===== config.mk =====
export PLATFORM = sky130hd
export DESIGN_NAME = psu_queue
export DESIGN_NICKNAME = d
export VERILOG_FILES = /design/src/hdl/psu_queue.sv
export SDC_FILE = /design/constraint.sdc
export NUM_CORES = 1
export LEC_CHECK = 0
export ABC_AREA = 1
export BUFFER_PORTS_ARGS = -buffer_cell sky130_fd_sc_hd__buf_2
export CELL_PAD_IN_SITES_DETAIL_PLACEMENT = 0
export CELL_PAD_IN_SITES_GLOBAL_PLACEMENT = 2
export CORE_MARGIN = 2
export CORE_UTILIZATION = 37
export CTS_CLUSTER_DIAMETER = 60
export CTS_CLUSTER_SIZE = 16
export DETAILED_ROUTE_END_ITERATION = 12
export PLACE_DENSITY_LB_ADDON = 0.1
export SYNTH_ARGS = -nofsm -noshare
export SYNTH_HDL_FRONTEND = slang
export SYNTH_SLANG_ARGS = --single-unit

===== constraint.sdc =====
create_clock -name aclk -period 1.52 [get_ports aclk]
set_input_delay 0.304 -clock aclk [delete_from_list [all_inputs] [get_ports aclk]]
set_output_delay 0.304 -clock aclk [all_outputs]
set_load 0.005 [all_outputs]

===== src/hdl/psu_queue.sv =====
// ============================================================================
// psu_queue
// Short register queue that decouples the classifier from the reconstructor.
// ============================================================================
module psu_queue #(
    parameter int WIDTH = 8,
    parameter int DEPTH = 4
) (
    input  logic             aclk,
    input  logic             aresetn,
    input  logic             push,
    input  logic [WIDTH-1:0] wdata,
    output logic             full,
    input  logic             pop,
    output logic             rvalid,
    output logic [WIDTH-1:0] rdata
);

    localparam int PW = (DEPTH > 1) ? $clog2(DEPTH) : 1;
    localparam int CW = $clog2(DEPTH + 1);

    logic [WIDTH-1:0] slot_reg [DEPTH];
    logic [PW-1:0]    wr_ptr_reg, wr_ptr_next;
    logic [PW-1:0]    rd_ptr_reg, rd_ptr_next;
    logic [CW-1:0]    count_reg, count_next;

    assign full   = (count_reg == CW'(DEPTH));
    assign rvalid = (count_reg != '0);
    assign rdata  = slot_reg[rd_ptr_reg];

    always_comb begin
        wr_ptr_next = wr_ptr_reg;
        rd_ptr_next = rd_ptr_reg;
        count_next  = count_reg;
        if (push) begin
            wr_ptr_next = (wr_ptr_reg == PW'(DEPTH - 1)) ? '0 : wr_ptr_reg + PW'(1);
        end
        if (pop) begin
            rd_ptr_next = (rd_ptr_reg == PW'(DEPTH - 1)) ? '0 : rd_ptr_reg + PW'(1);
        end
        if (push && !pop) begin
            count_next = count_reg + CW'(1);
        end else if (pop && !push) begin
            count_next = count_reg - CW'(1);
        end
    end

    always_ff @(posedge aclk) begin
        if (!aresetn) begin
            wr_ptr_reg <= '0;
            rd_ptr_reg <= '0;
            count_reg  <= '0;
        end else begin
            wr_ptr_reg <= wr_ptr_next;
            rd_ptr_reg <= rd_ptr_next;
            count_reg  <= count_next;
        end
    end

    always_ff @(posedge aclk) begin
        if (push) begin
            slot_reg[wr_ptr_reg] <= wdata;
        end
    end

    a_no_overflow: assert property (@(posedge aclk) disable iff (!aresetn)
        push |-> (!full || pop))
        else $error("queue written while full");

    a_no_underflow: assert property (@(posedge aclk) disable iff (!aresetn)
        pop |-> rvalid)
        else $error("queue read while empty");

endmodule


==> impl_metrics.env <==
export IMPL_run_status="complete, no violations"
export IMPL_worst_path_max_delay_cell="dfxtp_4"
export IMPL_synth_edff_count=32
export IMPL_crit_path_start_kind="flip-flop"
export IMPL_post_drt_wl_per_cell_um=12.92
export IMPL_worst_slew_pin_slew_ns=0.3855
export IMPL_syn_area_mm2=0.001654
export IMPL_postPlaceCellArea_mm2=0.001839
export IMPL_holdCritPathClass="in -> reg"
export IMPL_seq_area_frac_synth_pct=68.99
export IMPL_p_leak_nw=0.8097
export IMPL_grt_pass1_vias=1016
export IMPL_r2r_end="slot_reg[3][6]"
export IMPL_die_height_um=70.86
export IMPL_diodes=0
export IMPL_first_pass_iters=4
export IMPL_synth_net_count=155
export IMPL_path_max_fanout=16
export IMPL_tritoncts="done"
export IMPL_vdd_ir_drop_max_uv=513.9
export IMPL_synth_most_common_cell="edfxtp_1"
export IMPL_synthTopCellsByCount="edfxtp_1 (32), nor2_1 (23), inv_1 (15), o21ai_0 (15)"
export IMPL_max_freq_mhz=663.7
export IMPL_synth_avg_cell_area_um2=12.16
export IMPL_rows=24
export IMPL_io_pins=22
export IMPL_ys_warn_count=0
export IMPL_cts_clk_slew_worst_paths_ns=0.07
export IMPL_place_gp_congestion=0.6836
export IMPL_initial_core_util_pct=38.25
export IMPL_rsz0062_at_grt="true"
export IMPL_swShare_pct=23.79
export IMPL_area_growth_pct=20.80
export IMPL_routed_wirelength_um=2869
export IMPL_drive_above_1_share_pct=28.24
export IMPL_antenna_found_initial=0
export IMPL_via_per_inst=4.649
export IMPL_drv_cap=0
export IMPL_clockPowerShare_pct=28.4
export IMPL_numCtsBuffers=5
export IMPL_synth_top_area_share_pct=58.09
export IMPL_synth_area_top_cells="edfxtp_1 (58%), dfxtp_1 (11%), nor2_1 (5.2%)"
export IMPL_largest_reg_flops=32
export IMPL_die_area_mm2=0.005021
export IMPL_p_switching_mw=0.5355
export IMPL_regToRegStartpoint="wr_ptr_reg[0]"
export IMPL_fin_crit_ns=1.507
export IMPL_end_kind="output pin"
export IMPL_grt_overflow=0
export IMPL_clk_path_buf_depth=2
export IMPL_hold_depth=1
export IMPL_grt_pass1_wl_um=4740
export IMPL_path_class="reg -> out"
export IMPL_setup_viol=0
export IMPL_final_area_mm2=0.001998
export IMPL_ctsHoldBuffers=0
export IMPL_slew_viol_final=0
export IMPL_worstPathRequired_ns=1.22
export IMPL_vias=1032
export IMPL_root_buffer="clkbuf_8"
export IMPL_setup_tns_ns=0
export IMPL_coreArea_mm2=0.004324
export IMPL_nNetsFinal=188
export IMPL_synthCells=136
export IMPL_fin_hold_ws_ns=0.2331
export IMPL_drt_iter0_markers=47
export IMPL_hold_path_end="slot_reg[3][1]"
export IMPL_slowest_delay_ns=0.39
export IMPL_r2r_slack_ns=0.24
export IMPL_crit_chain="inv_6 > nor2_1 > o22ai_1 > buf_2"
export IMPL_hold_viol_final=0
export IMPL_comb_power_share_pct=13.3
export IMPL_clock_latency_ns=0.28
export IMPL_htreeDepth=2
export IMPL_internal_power_mw=1.716
export IMPL_power_mw=2.251
export IMPL_synth_main_ff_cell="edfxtp_1"
export IMPL_synth_cell_type_count=19
export IMPL_cts_sinks=41
export IMPL_ys_seq_elements=41
export IMPL_r2r_cells=3
export IMPL_yosys_area_top_type="edfxtp_1"
export IMPL_critPathArrivalTime_ns=1.20
export IMPL_io_buffers=21
export IMPL_grtUsageTotal_pct=12.59
export IMPL_maxSlewHeadroom_pct=74.27
export IMPL_die_w_um=70.86
export IMPL_seqPwrFrac_pct=58.3
export IMPL_finish_utilization_pct=46.21
export IMPL_antenna_left=0
export IMPL_dp_hpwl_um=1954
export IMPL_min_period_over_period_pct=99.12
export IMPL_skew_ns=0.002911
export IMPL_drc_errors=0
export IMPL_grt_max_degree=17
export IMPL_hold_start="wdata[1]"
export IMPL_powerDensity_mw_per_mm2=1127
export IMPL_ys_async_sr_fraction_pct=0
==> cell families (layout without fill, tap and decap cells) <==
group | after synthesis | count (layout) | share of synthesized area (%)
adders and majority gates | 7 | 7 | 5.749
xor gates and xnor gates | 1 | 1 | 0.5296
and+or+nand+nor | 39 | 39 | 9.606
DFF | 41 | 41 | 68.99
buffers and inverters | 18 | 52 | 4.992
AOI/OAI and AO/OA | 30 | 30 | 10.14
==> cell usage in the layout (no fill, tap or decap) <==
cell and count:
edfxtp_1 32, nor2_1 23, buf_2 21, inv_1 14, nand2_1 9, o21ai_2 7
o22ai_1 7, dfxtp_1 7, o21ai_1 6, o21ai_0 6, ha_1 6, clkbuf_8 5
buf_4 5, nor3_1 3, a21oi_1 3, nor2_2 2, clkinv_1 2, inv_6 1
inv_4 1, o22ai_2 1, xor2_1 1, nand3_1 1, nand4_1 1, fa_1 1
dfxtp_4 1, dfxtp_2 1, clkinv_2 1, clkbuf_16 1, buf_8 1
==> power groups by stage <==
stage / sequential, mW / clock, mW / combinational [mW]
finish: 1.31 / 0.639 / 0.299
global route: 1.32 / 0.716 / 0.345
floorplan: 1.32 / 0 / 0.167
CTS: 1.31 / 0.665 / 0.285
detailed placement: 1.33 / 0 / 0.276
global placement: 1.33 / 0 / 0.270
==> per-stage QoR <==
stage,worst slack (ns),cells
4_1_cts,0.008574,221
3_5_place_dp,0.02351,212
6_report,0.01334,222
3_3_place_gp,0.05226,212
5_1_grt,-0.06809,222
2_1_floorplan,0.1654,136
==> final cells by class <==
cell class / instances / area (um2)
Fill cell: 409 / 2326
Sequential cell: 41 / 1146
Multi-Input combinational cell: 77 / 455.4
Timing Repair Buffer: 28 / 182.7
Clock buffer: 5 / 68.82
Inverter: 16 / 67.56
Tap cell: 52 / 65.06
Clock inverter: 3 / 12.51
==> how the worst max path moves through the flow <==
stage,from,end,slack (ns),cells after the start
floorplan,pop,count_reg[2],0.17,10
global placement,pop,count_reg[2],0.05,11
detailed placement,pop,count_reg[2],0.02,11
CTS,flip-flop,rdata[3],0.009,4
global route,flip-flop,rdata[6],-0.07,4
finish,flip-flop,rdata[2],0.01,4
==> timing repair <==
item	4_1_cts	5_1_grt
endpoints found under the hold margin	0	0
cloned	0	1
gates resized for setup	10	14
pin swaps	0	10
setup buffers	1	0
setup endpoints to repair	8	8
==> critical path, delay by kind of cell, from the launching register on <==
family,cells,cell delay (ns)
AOI/OAI and AO/OA,1,0.18
DFF,1,0.39
and+or+nand+nor,1,0.06
buffers and inverters,2,0.28
==> layer usage <==
metal | vias up | routed length (um) | GRT usage [%]
li1 | 537 | - | -
met1 | 475 | 1186 | 13.34
met2 | 14 | 1536 | 23.05
met3 | 6 | 105 | 4.416
met4 | 0 | 40 | 4.403
met5 | - | 0 | 0
Power figures use the tool's default switching activity.
