File: src/hdl/psu_pkg.sv
// ============================================================================
// psu_pkg
// Shared types and constants of the PNG scanline unfilter core.
// ============================================================================
package psu_pkg;

    // Configuration register map
    localparam int CFG_IDX_W  = 2;
    localparam int CFG_DATA_W = 16;
    localparam logic [CFG_IDX_W-1:0] REG_ROW_BYTES       = 2'd0;
    localparam logic [CFG_IDX_W-1:0] REG_BYTES_PER_PIXEL = 2'd1;
    localparam logic [CFG_IDX_W-1:0] REG_ROW_COUNT       = 2'd2;

    localparam int ROW_BYTES_W = 13;
    localparam int BPP_W       = 4;
    localparam int ROW_COUNT_W = 16;

    // Window of recently rebuilt bytes (left and up-left neighbors)
    localparam int RECENT_DEPTH = 8;
    localparam int RECENT_IDX_W = 3;

    // Depth of the queue between front and back
    localparam int QUEUE_DEPTH = 4;

    // Highest legal filter type
    localparam logic [7:0] FILT_MAX_CODE = 8'd4;

    typedef enum logic [2:0] {
        FILT_NONE  = 3'd0,
        FILT_SUB   = 3'd1,
        FILT_UP    = 3'd2,
        FILT_AVG   = 3'd3,
        FILT_PAETH = 3'd4
    } filter_t;

    typedef enum logic {
        CMD_DATA  = 1'b0,
        CMD_ERROR = 1'b1
    } cmd_kind_t;

    // One classified word handed from front to back
    typedef struct packed {
        cmd_kind_t  kind;
        logic [7:0] data;
        filter_t    filter;
        logic       row_first;
        logic       top_row;
        logic       row_end;
        logic       image_end;
    } psu_cmd_t;

    localparam int CMD_W = $bits(psu_cmd_t);

endpackage

File: src/hdl/psu_front.sv
// ============================================================================
// psu_front
// Byte classifier: tracks rows, columns, filter type and the sticky error.
// ============================================================================
module psu_front #(
    parameter int MAX_ROW_BYTES = 4096
) (
    input  logic                                aclk,
    input  logic                                aresetn,
    input  logic                                in_valid,
    output logic                                in_ready,
    input  logic [7:0]                          in_byte,
    input  logic                                in_start,
    input  logic [psu_pkg::ROW_BYTES_W-1:0]     row_bytes,
    input  logic [psu_pkg::ROW_COUNT_W-1:0]     row_count,
    input  logic                                q_full,
    output logic                                push,
    output psu_pkg::psu_cmd_t                   cmd,
    output logic [$clog2(MAX_ROW_BYTES)-1:0]    cmd_col
);
    import psu_pkg::*;

    localparam int AW  = $clog2(MAX_ROW_BYTES);
    localparam int RBW = (AW + 1 > ROW_BYTES_W) ? AW + 1 : ROW_BYTES_W;
    localparam int RCW = ROW_COUNT_W + 1;

    logic [AW-1:0]          col_reg, col_next;
    logic [ROW_COUNT_W-1:0] row_reg, row_next;
    filter_t                filter_reg, filter_next;
    logic                   await_reg, await_next;
    logic                   err_reg, err_next;

    logic                   accept;
    logic [AW-1:0]          col_v;
    logic [ROW_COUNT_W-1:0] row_v;
    logic                   await_v;
    logic                   err_v;
    logic [RBW-1:0]         rb_eff;
    logic [ROW_COUNT_W-1:0] rc_eff;
    logic                   rend;
    logic                   iend;

    assign in_ready = !q_full;
    assign accept   = in_valid && in_ready;

    // Image start restarts the counters before the byte is classified
    assign col_v   = in_start ? '0 : col_reg;
    assign row_v   = in_start ? '0 : row_reg;
    assign await_v = in_start | await_reg;
    assign err_v   = in_start ? 1'b0 : err_reg;

    always_comb begin
        if (row_bytes == '0) begin
            rb_eff = RBW'(1);
        end else if (RBW'(row_bytes) > RBW'(MAX_ROW_BYTES)) begin
            rb_eff = RBW'(MAX_ROW_BYTES);
        end else begin
            rb_eff = RBW'(row_bytes);
        end
    end

    assign rc_eff  = (row_count == '0) ? ROW_COUNT_W'(1) : row_count;
    assign rend    = (RBW'(col_v) + RBW'(1)) >= rb_eff;
    assign iend    = rend && ((RCW'(row_v) + RCW'(1)) >= RCW'(rc_eff));
    assign cmd_col = col_v;

    always_comb begin
        col_next    = col_reg;
        row_next    = row_reg;
        filter_next = filter_reg;
        await_next  = await_reg;
        err_next    = err_reg;
        push        = 1'b0;
        cmd         = '0;
        if (accept) begin
            col_next   = col_v;
            row_next   = row_v;
            await_next = await_v;
            err_next   = err_v;
            if (!err_v) begin
                if (await_v) begin
                    if (in_byte > FILT_MAX_CODE) begin
                        err_next = 1'b1;
                        push     = 1'b1;
                        cmd.kind = CMD_ERROR;
                    end else begin
                        filter_next = filter_t'(in_byte[2:0]);
                        await_next  = 1'b0;
                        col_next    = '0;
                    end
                end else begin
                    push          = 1'b1;
                    cmd.kind      = CMD_DATA;
                    cmd.data      = in_byte;
                    cmd.filter    = filter_reg;
                    cmd.row_first = (col_v == '0);
                    cmd.top_row   = (row_v == '0);
                    cmd.row_end   = rend;
                    cmd.image_end = iend;
                    if (rend) begin
                        col_next   = '0;
                        await_next = 1'b1;
                        row_next   = iend ? '0 : row_v + ROW_COUNT_W'(1);
                    end else begin
                        col_next = col_v + AW'(1);
                    end
                end
            end
        end
    end

    always_ff @(posedge aclk) begin
        if (!aresetn) begin
            col_reg    <= '0;
            row_reg    <= '0;
            filter_reg <= FILT_NONE;
            await_reg  <= 1'b1;
            err_reg    <= 1'b0;
        end else begin
            col_reg    <= col_next;
            row_reg    <= row_next;
            filter_reg <= filter_next;
            await_reg  <= await_next;
            err_reg    <= err_next;
        end
    end

endmodule

File: config.mk
export PLATFORM = sky130hd
export DESIGN_NAME = psu_front
export DESIGN_NICKNAME = d
export VERILOG_FILES = /design/src/hdl/psu_pkg.sv /design/src/hdl/psu_front.sv
export SDC_FILE = /design/constraint.sdc
export NUM_CORES = 1
export LEC_CHECK = 0
export BUFFER_PORTS_ARGS = -buffer_cell sky130_fd_sc_hd__buf_2
export CORE_UTILIZATION = 50
export DETAILED_ROUTE_END_ITERATION = 16
export GPL_ROUTABILITY_DRIVEN = 0
export PLACE_DENSITY = 0.79
export SKIP_CTS_REPAIR_TIMING = 1
export SLEW_MARGIN = 40
export SYNTH_ARGS = -nofsm -noshare
export SYNTH_HDL_FRONTEND = slang
export SYNTH_SLANG_ARGS = --single-unit
File: constraint.sdc
create_clock -name aclk -period 4.3 [get_ports aclk]
set_clock_uncertainty 0.15 [all_clocks]
set_input_delay 0.215 -clock aclk [delete_from_list [all_inputs] [get_ports aclk]]
set_output_delay 0.215 -clock aclk [all_outputs]
set_load 0.02 [all_outputs]
==> results.rst, run 1 <==
.. list-table::
   :header-rows: 1

   * - Metric
     - Value
   * - Antenna violations before repair
     - 0
   * - Distinct cell type count of the synthesized netlist
     - 51
   * - Number of filler instances in the final layout
     - 552
   * - Count of nets left with antenna violations after detail routing
     - 0
   * - Level count of the clock H-tree
     - 2
   * - Io pins
     - 72
   * - Netlist Area Pre-Place
     - 0.00311 mm^2
   * - Areal power density over the cells
     - 215 mW/mm^2
   * - Cell accounting for the most synthesized area
     - sky130_fd_sc_hd__dfxtp_1
   * - Via/cell ratio
     - 6.09
   * - Synth warn
     - 0
   * - Clock latency on the worst-skew pair
     - 0.29 ns
   * - Yosys top cell area share
     - 21.2%
   * - Share of flip-flops with an asynchronous set or reset
     - 0%
   * - DRT iter0 DRCs
     - 270
   * - Setup Slack @ Placement
     - 0.345 ns
   * - Drt drc
     - 0
   * - Area occupied by registers
     - 661 um^2
   * - Setup tns final
     - 0 ns
   * - Setup slack, reg-to-reg
     - 0.52 ns
   * - Worst IR drop on VDD
     - 269 uV
   * - Leak
     - 1.73 nW
   * - Number of inserted diodes
     - 0
   * - Average cell area after synthesis
     - 7.19 um^2
   * - Vias after detailed routing
     - 3493
   * - Sum of routed wire length over all layers
     - 9020 um
   * - Worst Setup End Kind
     - output pin
   * - Area growth from synthesis to layout
     - 17.4%
   * - Worst Hold Margin
     - 0.0328 ns
   * - Inserted Clock Buffers
     - 5
   * - Number of rows created at floorplan
     - 28
   * - Run status
     - finished, final reports clean
   * - CTS root buffer
     - sky130_fd_sc_hd__clkbuf_8
   * - First-pass GRT wire length
     - 14400 um
   * - Multi-input logic area
     - 0.00228 mm^2
   * - Aggregate global routing overflow
     - 0
   * - Layout cell share with drive strength beyond 1
     - 19.0%
   * - Crit path launch type
     - flip-flop
   * - Number of nets in the layout
     - 573
   * - CTS tree
     - done
   * - Total count of hold-check failures in the final report
     - 0
   * - Period utilization
     - 93.5%
   * - Crit Path Category
     - flip-flop to output pin
   * - Arrival @ worst endpoint
     - 3.65 ns
   * - Cells after synthesis
     - 433
   * - Classification of the worst-slack hold path
     - primary input to flip-flop
   * - Die span in x
     - 80.9 um
   * - Number of pins with negative max-slew slack in the final report
     - 0
   * - Final worst slack
     - 0.281 ns
   * - Max_cap viols
     - 0
   * - Fmax
     - 249 MHz
   * - Most instantiated flip-flop cell in the synthesis netlist
     - sky130_fd_sc_hd__dfxtp_1
   * - Worst-case headroom to the max-slew limit
     - 50.6%
   * - Standard cell core area
     - 0.00596 mm^2
   * - Transition time at the pin with the least slew margin
     - 0.736 ns
   * - Largest buffer count on any clock path
     - 2
   * - Overall die area
     - 0.00655 mm^2
   * - Clock-pin slew on the worst setup and hold paths
     - 0.08 ns
   * - Vertical die dimension
     - 80.9 um
   * - Flip-flop count of the largest register after layout
     - 16
   * - Via count of the first global-routing pass
     - 3124
   * - Number of port buffers
     - 71
   * - FF+latch count, synth
     - 33
   * - CP max stage delay
     - 0.42 ns
   * - Top cells by area, synth
     - sky130_fd_sc_hd__dfxtp_1, sky130_fd_sc_hd__ha_1, sky130_fd_sc_hd__nand2_1
   * - All-Layer GR Usage
     - 27.8%
   * - Crit-path slowest cell
     - sky130_fd_sc_hd__dfxtp_1
   * - Final Critical Period
     - 4.02 ns
   * - Number of synthesized flops with an enable pin
     - 0
   * - Net count after synthesis
     - 508
   * - Detailed-route wire length per cell
     - 15.7 um
   * - HPWL Detailed
     - 6870 um
   * - Peak fanout along the critical path
     - 15
   * - Setup repair after global routing missed its margin
     - no
   * - Fraction of the yosys area taken by sequential cells
     - 21.2%
   * - Count of clock tree sinks
     - 33
   * - Final-report setup violation count
     - 0
   * - Drt first pass iters
     - 5
   * - Maximum number of pins on one net before global-route repair
     - 31
   * - Cell chain of the critical path
     - nor2b_1 > ha_1 > nand3b_1 > or2_1 > nor3_1 > xnor2_1 > ha_1 > a21oi_1 > o21ai_1 > nor3_1 > a211oi_1 > a211oi_2 > buf_4 > nor2_1 > buf_2
   * - Initial core utilization
     - 52.3%
   * - Worst Path Required
     - 3.93 ns
final cells by class:
cell class | count | area share [%]
inverters | 26 | 2.67
well taps | 75 | 2.57
repair buffers | 77 | 10.9
clock inverters | 2 | 1.03
flip-flops and latches | 33 | 18.1
multi-input cells | 355 | 62.5
clock buffers | 6 | 2.26
stage by stage:
stage | util [%] | instance area [um^2] | total power (W) | std cells
after floorplan | - | 3110 | 0.000421 | 433
after global placement | 59.3 | 3530 | 0.000471 | 566
after detailed placement | 59.3 | 3530 | 0.000475 | 566
after CTS | 61.4 | 3650 | 0.000782 | 574
after global routing | 61.4 | 3660 | 0.000814 | 574
final | 61.4 | 3660 | 0.000785 | 574
layout by cell type, fill, tap and decap left out, drive strengths merged, types with 2 or more instances in the layout:
master | Yosys | final
nand3 | 28 | 28
dfxtp | 33 | 33
a21oi | 27 | 27
mux2i | 3 | 3
a21o | 2 | 2
xor2 | 9 | 9
nor2 | 42 | 42
o21ai | 25 | 25
nand3b | 2 | 2
nor2b | 19 | 19
and3 | 17 | 17
a22oi | 6 | 6
nand2 | 52 | 52
nand4 | 11 | 11
ha | 33 | 33
buf | 3 | 77
a211oi | 11 | 11
inv | 26 | 26
a221oi | 3 | 3
nor4 | 12 | 12
clkbuf | 16 | 6
nor3 | 10 | 10
a31oi | 5 | 5
or2 | 5 | 5
xnor2 | 14 | 14
a311oi | 3 | 3
metal layers:
layer  up-vias  track usage, %  wire (um)
met5         -               0          0
met4         0            6.96        184
met3        29            5.73        590
met2       159            46.1       4210
met1      1618            36.4       4040
li1       1687               -          -
cell usage after synthesis (all sizes together) (2+ instances only):
library cell,count
buf,3
nor3,10
a31oi,5
nand3,28
a21oi,27
a211oi,11
mux2i,3
nand2,52
a311oi,3
a21o,2
a221oi,3
dfxtp,33
ha,33
nand3b,2
o21ai,25
xor2,9
nor4,12
and3,17
or2,5
nor2b,19
clkbuf,16
nor2,42
xnor2,14
nand4,11
a22oi,6
inv,26
where the power goes:
part	switching (W)	internal, W
clock	0.000124	0.000189
combinational	0.0000878	0.0000558
sequential	0.0000138	0.000315
worst paths after layout:
| kind | to | start | cells past startpoint |
|---|---|---|---|
| max reg2reg | row_reg[12]$_SDFFE_PN0P_ | col_reg[4]$_SDFFE_PN0P_ | 14 |
| min | filter_reg[0]$_SDFFE_PN0P_ | in_byte[0] | 3 |
| max | cmd[0] | row_reg[1]$_SDFFE_PN0P_ | 15 |
| min reg2reg | col_reg[10]$_SDFFE_PN0P_ | col_reg[10]$_SDFFE_PN0P_ | 2 |
worst max-delay path, delay by kind of cell, from the launching register on:
kind | cells | cell delay (ns)
simple gates | 6 | 1.22
compound gates | 4 | 0.61
fa+ha+maj | 2 | 0.59
flops | 1 | 0.42
buf+inv | 2 | 0.40
xor+xnor | 1 | 0.14
kinds of logic after synthesis:
kind of cell	synth area share, %
compound gates	19.1
xor+xnor	6.47
fa+ha+maj	13.3
buf+inv	5.50
flops	21.2
mux	0.964
simple gates	33.5
Power figures use the tool's default switching activity.
==> inputs of run 2 (changes only) <==
--- a/config.mk
+++ b/config.mk
@@ -5,11 +5,12 @@
 export SDC_FILE = /design/constraint.sdc
 export NUM_CORES = 1
 export LEC_CHECK = 0
+export ABC_AREA = 1
 export BUFFER_PORTS_ARGS = -buffer_cell sky130_fd_sc_hd__buf_2
 export CORE_UTILIZATION = 50
 export DETAILED_ROUTE_END_ITERATION = 16
 export GPL_ROUTABILITY_DRIVEN = 0
-export PLACE_DENSITY = 0.79
+export PLACE_DENSITY = 0.78
 export SKIP_CTS_REPAIR_TIMING = 1
 export SLEW_MARGIN = 40
 export SYNTH_ARGS = -nofsm -noshare
==> run 2 against run 1 <==
Register-to-register slack improved by 0.11 ns. Sequential share of layout area is 0.74 points lower. Die area grew 4.3%. Setup slack gained 0.13 ns. Design area increased by 4.3%.
==> results.rst, run 2 <==
.. list-table::
   :header-rows: 1

   * - Metric
     - Value
   * - Top-count cell post-synth
     - sky130_fd_sc_hd__nand2_1 (unchanged)
   * - Via/cell ratio
     - 5.40 (was 6.09)
   * - Io pins
     - 72 (unchanged)
   * - Initial core utilization
     - 51.5% (was 52.3%)
   * - Crit path launch type
     - flip-flop (unchanged)
   * - Distinct cell type count of the synthesized netlist
     - 40 (was 51)
   * - Most instantiated flip-flop cell in the synthesis netlist
     - sky130_fd_sc_hd__dfxtp_1 (unchanged)
   * - HPWL Detailed
     - 6910 um (was 6870 um)
   * - Drt drc
     - 0 (unchanged)
   * - Areal power density over the cells
     - 209 mW/mm^2 (was 215 mW/mm^2)
   * - Number of non-filler instances in the completed layout
     - 654 (was 574)
   * - Synth warn
     - 0 (unchanged)
   * - Final Critical Period
     - 3.89 ns (was 4.02 ns)
   * - Flip-flop count of the largest register after layout
     - 16 (unchanged)
   * - Crit Path Category
     - flip-flop to output pin (unchanged)
   * - Number of filler instances in the final layout
     - 636 (was 552)
   * - Layout cell share with drive strength beyond 1
     - 19.2% (was 19.0%)
   * - Total count of hold-check failures in the final report
     - 0 (unchanged)
   * - Setup tns final
     - 0 ns (unchanged)
   * - Maximum number of pins on one net before global-route repair
     - 23 (was 31)
   * - Number of port buffers
     - 71 (unchanged)
   * - Classification of the worst-slack hold path
     - primary input to flip-flop (unchanged)
   * - Transition time at the pin with the least slew margin
     - 0.813 ns (was 0.736 ns)
   * - Final-report setup violation count
     - 0 (unchanged)
   * - Max_cap viols
     - 0 (unchanged)
   * - Count of nets left with antenna violations after detail routing
     - 0 (unchanged)
   * - First-pass GRT wire length
     - 13600 um (was 14400 um)
   * - Number of pins with negative max-slew slack in the final report
     - 0 (unchanged)
   * - Clock-pin slew on the worst setup and hold paths
     - 0.07 ns (was 0.08 ns)
   * - Worst-case headroom to the max-slew limit
     - 45.7% (was 50.6%)
   * - Vertical die dimension
     - 82.6 um (was 80.9 um)
   * - Final worst slack
     - 0.413 ns (was 0.281 ns)
   * - Standard cell core area
     - 0.00631 mm^2 (was 0.00596 mm^2)
   * - Sum of routed wire length over all layers
     - 8570 um (was 9020 um)
   * - Number of nets in the layout
     - 651 (was 573)
   * - Clock latency on the worst-skew pair
     - 0.30 ns (was 0.29 ns)
   * - DRT iter0 DRCs
     - 273 (was 270)
   * - Fraction of the yosys area taken by sequential cells
     - 20.3% (was 21.2%)
   * - Run status
     - finished, final reports clean (unchanged)
   * - CTS root buffer
     - sky130_fd_sc_hd__clkbuf_8 (unchanged)
   * - Peak fanout along the critical path
     - 5 (was 15)
   * - Commonest cells after routing, fill and taps aside
     - sky130_fd_sc_hd__nand2_1, sky130_fd_sc_hd__inv_1, sky130_fd_sc_hd__buf_2, sky130_fd_sc_hd__nor2_1, sky130_fd_sc_hd__a21oi_1 (was sky130_fd_sc_hd__buf_2, sky130_fd_sc_hd__nand2_1, sky130_fd_sc_hd__nor2_1, sky130_fd_sc_hd__ha_1, sky130_fd_sc_hd__dfxtp_1)
   * - Aggregate global routing overflow
     - 0 (unchanged)
   * - Via count of the first global-routing pass
     - 3158 (was 3124)
   * - Share of flip-flops with an asynchronous set or reset
     - 0% (unchanged)
   * - Number of placed instances, taps included
     - 643 (was 566)
   * - Count of clock tree sinks
     - 33 (unchanged)
   * - Level count of the clock H-tree
     - 2 (unchanged)
   * - Area growth from synthesis to layout
     - 17.3% (was 17.4%)
   * - Period utilization
     - 90.4% (was 93.5%)
   * - Antenna violations before repair
     - 0 (unchanged)
   * - Number of synthesized flops with an enable pin
     - 0 (unchanged)
   * - Wire length on met3
     - 481 um (was 590 um)
   * - Detailed-route wire length per cell
     - 13.1 um (was 15.7 um)
   * - Number of inserted diodes
     - 0 (unchanged)
   * - CP max stage delay
     - 0.34 ns (was 0.42 ns)
   * - Met1 routed wirelength after detailed routing
     - 3590 um (was 4040 um)
   * - Overall die area
     - 0.00683 mm^2 (was 0.00655 mm^2)
   * - Most common library cells after synthesis
     - sky130_fd_sc_hd__nand2_1, sky130_fd_sc_hd__inv_1, sky130_fd_sc_hd__nor2_1 (was sky130_fd_sc_hd__nand2_1, sky130_fd_sc_hd__nor2_1, sky130_fd_sc_hd__dfxtp_1, sky130_fd_sc_hd__ha_1)
   * - Worst Hold Margin
     - 0.0861 ns (was 0.0328 ns)
   * - Top cells by area, synth
     - sky130_fd_sc_hd__dfxtp_1, sky130_fd_sc_hd__ha_1, sky130_fd_sc_hd__nand2_1 (unchanged)
   * - Highest routed metal layer
     - met4 (unchanged)
   * - Worst IR drop on VDD
     - 148 uV (was 269 uV)
   * - Drt first pass iters
     - 5 (unchanged)
   * - Worst Setup End Kind
     - output pin (unchanged)
   * - Most Frequent Cell on Critical Path
     - sky130_fd_sc_hd__inv_1
   * - Vias after detailed routing
     - 3529 (was 3493)
   * - Netlist Area Pre-Place
     - 0.00325 mm^2 (was 0.00311 mm^2)
   * - Die span in x
     - 82.6 um (was 80.9 um)
   * - FF+latch count, synth
     - 33 (unchanged)
   * - Cells after synthesis
     - 505 (was 433)
   * - All-Layer GR Usage
     - 26.1% (was 27.8%)
   * - Fmax
     - 257 MHz (was 249 MHz)
   * - Setup Slack @ Placement
     - 0.452 ns (was 0.345 ns)
   * - Cell chain of the critical path
     - inv_1 > nor2_1 > ha_1 > nor3b_4 > nand4_1 > nand3b_4 > xnor2_1 > ha_1 > nand2_1 > nor4_1 > o21ai_1 > nand3_1 > nand2_4 > inv_1 > nand2_1 > inv_1 > nand2_1 > inv_1 > buf_2 (was nor2b_1 > ha_1 > nand3b_1 > or2_1 > nor3_1 > xnor2_1 > ha_1 > a21oi_1 > o21ai_1 > nor3_1 > a211oi_1 > a211oi_2 > buf_4 > nor2_1 > buf_2)
   * - Setup repair after global routing missed its margin
     - no (unchanged)
   * - Post-route core utilization
     - 60.4% (was 61.4%)
   * - Inserted Clock Buffers
     - 5 (unchanged)
   * - Net count after synthesis
     - 580 (was 508)
   * - CTS tree
     - done (unchanged)
   * - Largest buffer count on any clock path
     - 2 (unchanged)
   * - Multi-input logic area
     - 0.00221 mm^2 (was 0.00228 mm^2)
   * - Yosys top cell area share
     - 20.3% (was 21.2%)
   * - Number of rows created at floorplan
     - 29 (was 28)
   * - Routed length on met2
     - 4400 um (was 4210 um)
   * - Leak
     - 2.09 nW (was 1.73 nW)
   * - Crit-path slowest cell
     - sky130_fd_sc_hd__dfxtp_1 (unchanged)
   * - Area occupied by registers
     - 661 um^2 (unchanged)
   * - Arrival @ worst endpoint
     - 3.52 ns (was 3.65 ns)
   * - Most common cell after layout, fill and taps aside
     - sky130_fd_sc_hd__nand2_1 (was sky130_fd_sc_hd__buf_2)
   * - Worst Path Required
     - 3.93 ns (about the same)
   * - Average cell area after synthesis
     - 6.44 um^2 (was 7.19 um^2)
   * - Cell accounting for the most synthesized area
     - sky130_fd_sc_hd__dfxtp_1 (unchanged)
[run 2: cell types whose count changed after synthesis, moves of 7 or more]
cell,delta
sky130_fd_sc_hd__nor2_1,+16
sky130_fd_sc_hd__nor2b_1,-19
sky130_fd_sc_hd__inv_1,+59
sky130_fd_sc_hd__xnor2_1,-8
sky130_fd_sc_hd__xor2_1,+7
sky130_fd_sc_hd__and3_1,-17
sky130_fd_sc_hd__nor2_2,+7
sky130_fd_sc_hd__nand3_1,-13
sky130_fd_sc_hd__nand2_1,+46
sky130_fd_sc_hd__a211oi_1,-9
sky130_fd_sc_hd__clkbuf_1,-8
sky130_fd_sc_hd__a21oi_1,+29
[run 2: critical path: cells and delay by family (launching register included)]
kind | cells | cell delay [ns]
AND/OR/NAND/NOR | 10 | 1.64
AO/OA/AOI/OAI | 1 | 0.11
flip-flops | 1 | 0.34
adder cells (fa/ha/maj) | 2 | 0.54
XOR/XNOR | 1 | 0.16
buffers and inverters | 5 | 0.46
[run 2: layer usage]
| metal | up-vias | GRT usage (%) |
|---|---|---|
| met5 | - | 0 |
| met4 | 0 | 9.31 |
| met3 | 8 | 3.63 |
| met2 | 112 | 48.4 |
| met1 | 1612 | 30.2 |
| li1 | 1797 | - |
[run 2: cells by family after synthesis]
| logic type | after synthesis | synth area share [%] |
|---|---|---|
| XOR/XNOR | 23 | 6.43 |
| flip-flops | 33 | 20.3 |
| AO/OA/AOI/OAI | 96 | 16.0 |
| buffers and inverters | 99 | 11.9 |
| adder cells (fa/ha/maj) | 33 | 12.7 |
| AND/OR/NAND/NOR | 221 | 32.7 |
[run 2: final timing paths]
path / start / to / slack [ns] / cells past startpoint
min: in_byte[2] / filter_reg[2]$_SDFFE_PN0P_ / 0.09 / 3
max: col_reg[1]$_SDFFE_PN0P_ / cmd[0] / 0.41 / 19
min reg2reg: filter_reg[1]$_SDFFE_PN0P_ / filter_reg[1]$_SDFFE_PN0P_ / 0.31 / 2
max reg2reg: col_reg[1]$_SDFFE_PN0P_ / row_reg[12]$_SDFFE_PN0P_ / 0.63 / 18
[run 2: cell type report]
type	count	share of cell area, %
Multi-Input combinational cell	373	58.0
Sequential cell	33	17.3
Timing Repair Buffer	77	10.5
Inverter	86	8.46
Tap cell	77	2.53
Clock buffer	6	2.17
Clock inverter	2	0.984
[run 2: where the power goes]
part           internal, W  switching (W)  leakage [nW]
Sequential        0.000317     0.00000820         0.269
Clock             0.000189       0.000129        0.0574
Combinational    0.0000554      0.0000997          1.76
Total             0.000561       0.000237          2.09
[run 2: metrics by stage]
stage	cell area [um^2]	total power, W
6_report	3810	0.000797
3_5_place_dp	3660	0.000485
2_1_floorplan	3250	0.000433
5_1_grt	3810	0.000830
3_3_place_gp	3660	0.000481
4_1_cts	3780	0.000798
==> inputs of run 3 (changes only) <==
--- a/config.mk
+++ b/config.mk
@@ -10,7 +10,7 @@
 export CORE_UTILIZATION = 50
 export DETAILED_ROUTE_END_ITERATION = 16
 export GPL_ROUTABILITY_DRIVEN = 0
-export PLACE_DENSITY = 0.78
+export PLACE_DENSITY_LB_ADDON = 0.15
 export SKIP_CTS_REPAIR_TIMING = 1
 export SLEW_MARGIN = 40
 export SYNTH_ARGS = -nofsm -noshare
==> run 3 against run 2 <==
Utilization about the same. Sequential share of layout area about the same. Wire length up 2.8%. Design area about the same. Register-to-register slack worse by 0.04 ns. Global-route usage up 0.95 points. Maximum frequency down 1.0%. Final cell count unchanged. Largest cell class unchanged. Largest power group unchanged.
==> results.rst, run 3 (same netlist as run 2, synthesis figures left out) <==
.. list-table::
   :header-rows: 1

   * - Metric
     - Value
   * - Run status
     - finished, final reports clean (unchanged)
   * - Standard cell core area
     - 0.00631 mm^2 (unchanged)
   * - Leak
     - 2.08 nW (was 2.09 nW)
   * - Worst Path Required
     - 3.93 ns (about the same)
   * - Crit path launch type
     - flip-flop (unchanged)
   * - Arrival @ worst endpoint
     - 3.56 ns (was 3.52 ns)
   * - Area growth from synthesis to layout
     - 17.4% (was 17.3%)
   * - Max_cap viols
     - 0 (unchanged)
   * - Count of nets left with antenna violations after detail routing
     - 0 (unchanged)
   * - Io pins
     - 72 (unchanged)
   * - Number of nets in the layout
     - 651 (unchanged)
   * - Worst Setup End Kind
     - output pin (unchanged)
   * - Buffers & Inverters on Critical Path
     - 5 (unchanged)
   * - Layout cell share with drive strength beyond 1
     - 19.4% (was 19.2%)
   * - Detailed-route wire length per cell
     - 13.5 um (was 13.1 um)
   * - Number of inserted diodes
     - 0 (unchanged)
   * - Number of filler instances in the final layout
     - 639 (was 636)
   * - Fmax
     - 255 MHz (was 257 MHz)
   * - Final design area excluding fillers
     - 0.00382 mm^2 (was 0.00381 mm^2)
   * - Via count of the first global-routing pass
     - 3090 (was 3158)
   * - Total count of hold-check failures in the final report
     - 0 (unchanged)
   * - Crit-path slowest cell
     - sky130_fd_sc_hd__dfxtp_1 (unchanged)
   * - Areal power density over the cells
     - 208 mW/mm^2 (was 209 mW/mm^2)
   * - Final Critical Period
     - 3.93 ns (was 3.89 ns)
   * - All-Layer GR Usage
     - 27.1% (was 26.1%)
   * - Clock latency on the worst-skew pair
     - 0.29 ns (was 0.30 ns)
   * - Cell depth of the worst flop-to-flop path
     - 23 (was 18)
   * - Level count of the clock H-tree
     - 2 (unchanged)
   * - Total chip power
     - 0.000793 W (was 0.000797 W)
   * - First-pass GRT wire length
     - 14000 um (was 13600 um)
   * - Number of cells on the critical path
     - 19 (unchanged)
   * - Most common cell after layout, fill and taps aside
     - sky130_fd_sc_hd__nand2_1 (unchanged)
   * - Cell Area, Placed
     - 0.00369 mm^2 (was 0.00366 mm^2)
   * - CP max stage delay
     - 0.33 ns (was 0.34 ns)
   * - Largest buffer count on any clock path
     - 2 (unchanged)
   * - Setup tns final
     - 0 ns (unchanged)
   * - Sum of routed wire length over all layers
     - 8810 um (was 8570 um)
   * - Antenna violations before repair
     - 0 (unchanged)
   * - Inserted Clock Buffers
     - 5 (unchanged)
   * - Drt drc
     - 0 (unchanged)
   * - Number of stages on the worst hold path
     - 3 (unchanged)
   * - Period utilization
     - 91.3% (was 90.4%)
   * - Cell chain of the critical path
     - inv_1 > nor2_2 > ha_1 > nor3b_4 > nand4_1 > nand3b_4 > xnor2_1 > ha_1 > nand2_1 > nor4_1 > o21ai_1 > nand3_2 > nand2_2 > inv_1 > nand2_1 > inv_1 > nand2_1 > inv_1 > buf_2 (was inv_1 > nor2_1 > ha_1 > nor3b_4 > nand4_1 > nand3b_4 > xnor2_1 > ha_1 > nand2_1 > nor4_1 > o21ai_1 > nand3_1 > nand2_4 > inv_1 > nand2_1 > inv_1 > nand2_1 > inv_1 > buf_2)
   * - Peak fanout along the critical path
     - 4 (was 5)
   * - Number of placed instances, taps included
     - 646 (was 643)
   * - Transition time at the pin with the least slew margin
     - 0.690 ns (was 0.813 ns)
   * - Number of rows created at floorplan
     - 29 (unchanged)
   * - Crit Path Category
     - flip-flop to output pin (unchanged)
   * - Final-report setup violation count
     - 0 (unchanged)
   * - Worst IR drop on VDD
     - 163 uV (was 148 uV)
   * - Number of port buffers
     - 71 (unchanged)
   * - Post-route core utilization
     - 60.4% (about the same)
   * - CTS tree
     - done (unchanged)
   * - Vertical die dimension
     - 82.6 um (unchanged)
   * - CTS root buffer
     - sky130_fd_sc_hd__clkbuf_8 (unchanged)
   * - Overall die area
     - 0.00683 mm^2 (unchanged)
   * - Most Frequent Cell on Critical Path
     - sky130_fd_sc_hd__inv_1 (unchanged)
   * - HPWL Detailed
     - 6980 um (was 6910 um)
   * - Aggregate global routing overflow
     - 0 (unchanged)
   * - Vias after detailed routing
     - 3431 (was 3529)
   * - Number of pins with negative max-slew slack in the final report
     - 0 (unchanged)
   * - Maximum number of pins on one net before global-route repair
     - 23 (unchanged)
   * - Die span in x
     - 82.6 um (unchanged)
   * - Setup repair after global routing missed its margin
     - no (unchanged)
   * - DRT iter0 DRCs
     - 184 (was 273)
   * - Classification of the worst-slack hold path
     - primary input to flip-flop (unchanged)
   * - Commonest cells after routing, fill and taps aside
     - sky130_fd_sc_hd__nand2_1, sky130_fd_sc_hd__inv_1, sky130_fd_sc_hd__buf_2, sky130_fd_sc_hd__nor2_1, sky130_fd_sc_hd__a21oi_1 (unchanged)
   * - Flip-flop count of the largest register after layout
     - 16 (unchanged)
   * - Via/cell ratio
     - 5.25 (was 5.40)
   * - Number of non-filler instances in the completed layout
     - 654 (unchanged)
   * - Drt first pass iters
     - 4 (was 5)
   * - Initial core utilization
     - 51.5% (unchanged)
   * - Crit-path leading delay family
     - simple AND/OR/NAND/NOR gates (unchanged)
   * - Worst-case headroom to the max-slew limit
     - 53.7% (was 45.7%)
   * - Clock-pin slew on the worst setup and hold paths
     - 0.07 ns (about the same)
   * - Count of clock tree sinks
     - 33 (unchanged)
## run 3: changes by cell type in the layout (fill, tap and decap cells not counted), sizes merged
cell	delta
clkbuf	+1
clkinvlp	-1
## run 3: path summary, 6_finish.rpt
kind / from / slack (ns) / to
max: col_reg[0]$_SDFFE_PN0P_ / 0.37 / cmd[0]
min: in_byte[0] / 0.07 / filter_reg[0]$_SDFFE_PN0P_
max reg2reg: row_reg[0]$_SDFFE_PN0P_ / 0.59 / row_reg[7]$_SDFFE_PN0P_
min reg2reg: filter_reg[2]$_SDFFE_PN0P_ / 0.30 / filter_reg[2]$_SDFFE_PN0P_
## run 3: power by group
group | switching, W | internal, W | leakage (nW)
logic | 0.000100 | 0.0000559 | 1.75
registers | 0.00000809 | 0.000317 | 0.269
clock network | 0.000123 | 0.000189 | 0.0585
## run 3: layout make-up
type,count,area (um^2),area share [%]
Multi-Input combinational cell,373,2220,58.2
Tap cell,77,96.3,2.52
Clock inverter,1,30.0,0.787
Timing Repair Buffer,77,400,10.5
Inverter,86,323,8.46
Clock buffer,7,86.3,2.26
Sequential cell,33,661,17.3
## run 3: routing by layer
layer	vias to the layer above	global-route usage [%]	share of wire (%)
li1	1786	-	-
met1	1531	32.3	44
met2	100	48.4	49
met3	14	4.40	5.3
met4	0	9.83	1.4
met5	-	0	0
## run 3: worst reg2reg max path, cell delays in order, from the launching register on
cell                      delay [ns]
sky130_fd_sc_hd__dfxtp_1        0.34
sky130_fd_sc_hd__inv_1          0.11
sky130_fd_sc_hd__nor2_1         0.22
sky130_fd_sc_hd__ha_1           0.23
sky130_fd_sc_hd__nand3_1        0.09
sky130_fd_sc_hd__nor2_1         0.15
sky130_fd_sc_hd__nand2_1        0.11
sky130_fd_sc_hd__nor2_2         0.15
sky130_fd_sc_hd__nand3_2        0.10
sky130_fd_sc_hd__nor3_4         0.15
sky130_fd_sc_hd__nand2_1        0.08
sky130_fd_sc_hd__xor2_1         0.16
sky130_fd_sc_hd__ha_1           0.31
sky130_fd_sc_hd__nand2_1        0.07
sky130_fd_sc_hd__nor2_1         0.05
sky130_fd_sc_hd__nand3_1        0.08
sky130_fd_sc_hd__nor3_1         0.05
sky130_fd_sc_hd__nor3_1         0.20
sky130_fd_sc_hd__and2_1         0.20
sky130_fd_sc_hd__nand2_1        0.10
sky130_fd_sc_hd__nor2_2         0.21
sky130_fd_sc_hd__buf_4          0.19
sky130_fd_sc_hd__nand2_1        0.06
sky130_fd_sc_hd__a21oi_1        0.13
## run 3: metrics by stage
step,hold slack [ns],worst slack [ns]
floorplan,0.203,0.521
global placement,0.290,0.294
detailed placement,0.298,0.273
CTS,0.0589,0.193
global route,0.0927,0.0356
finish,0.0720,0.372
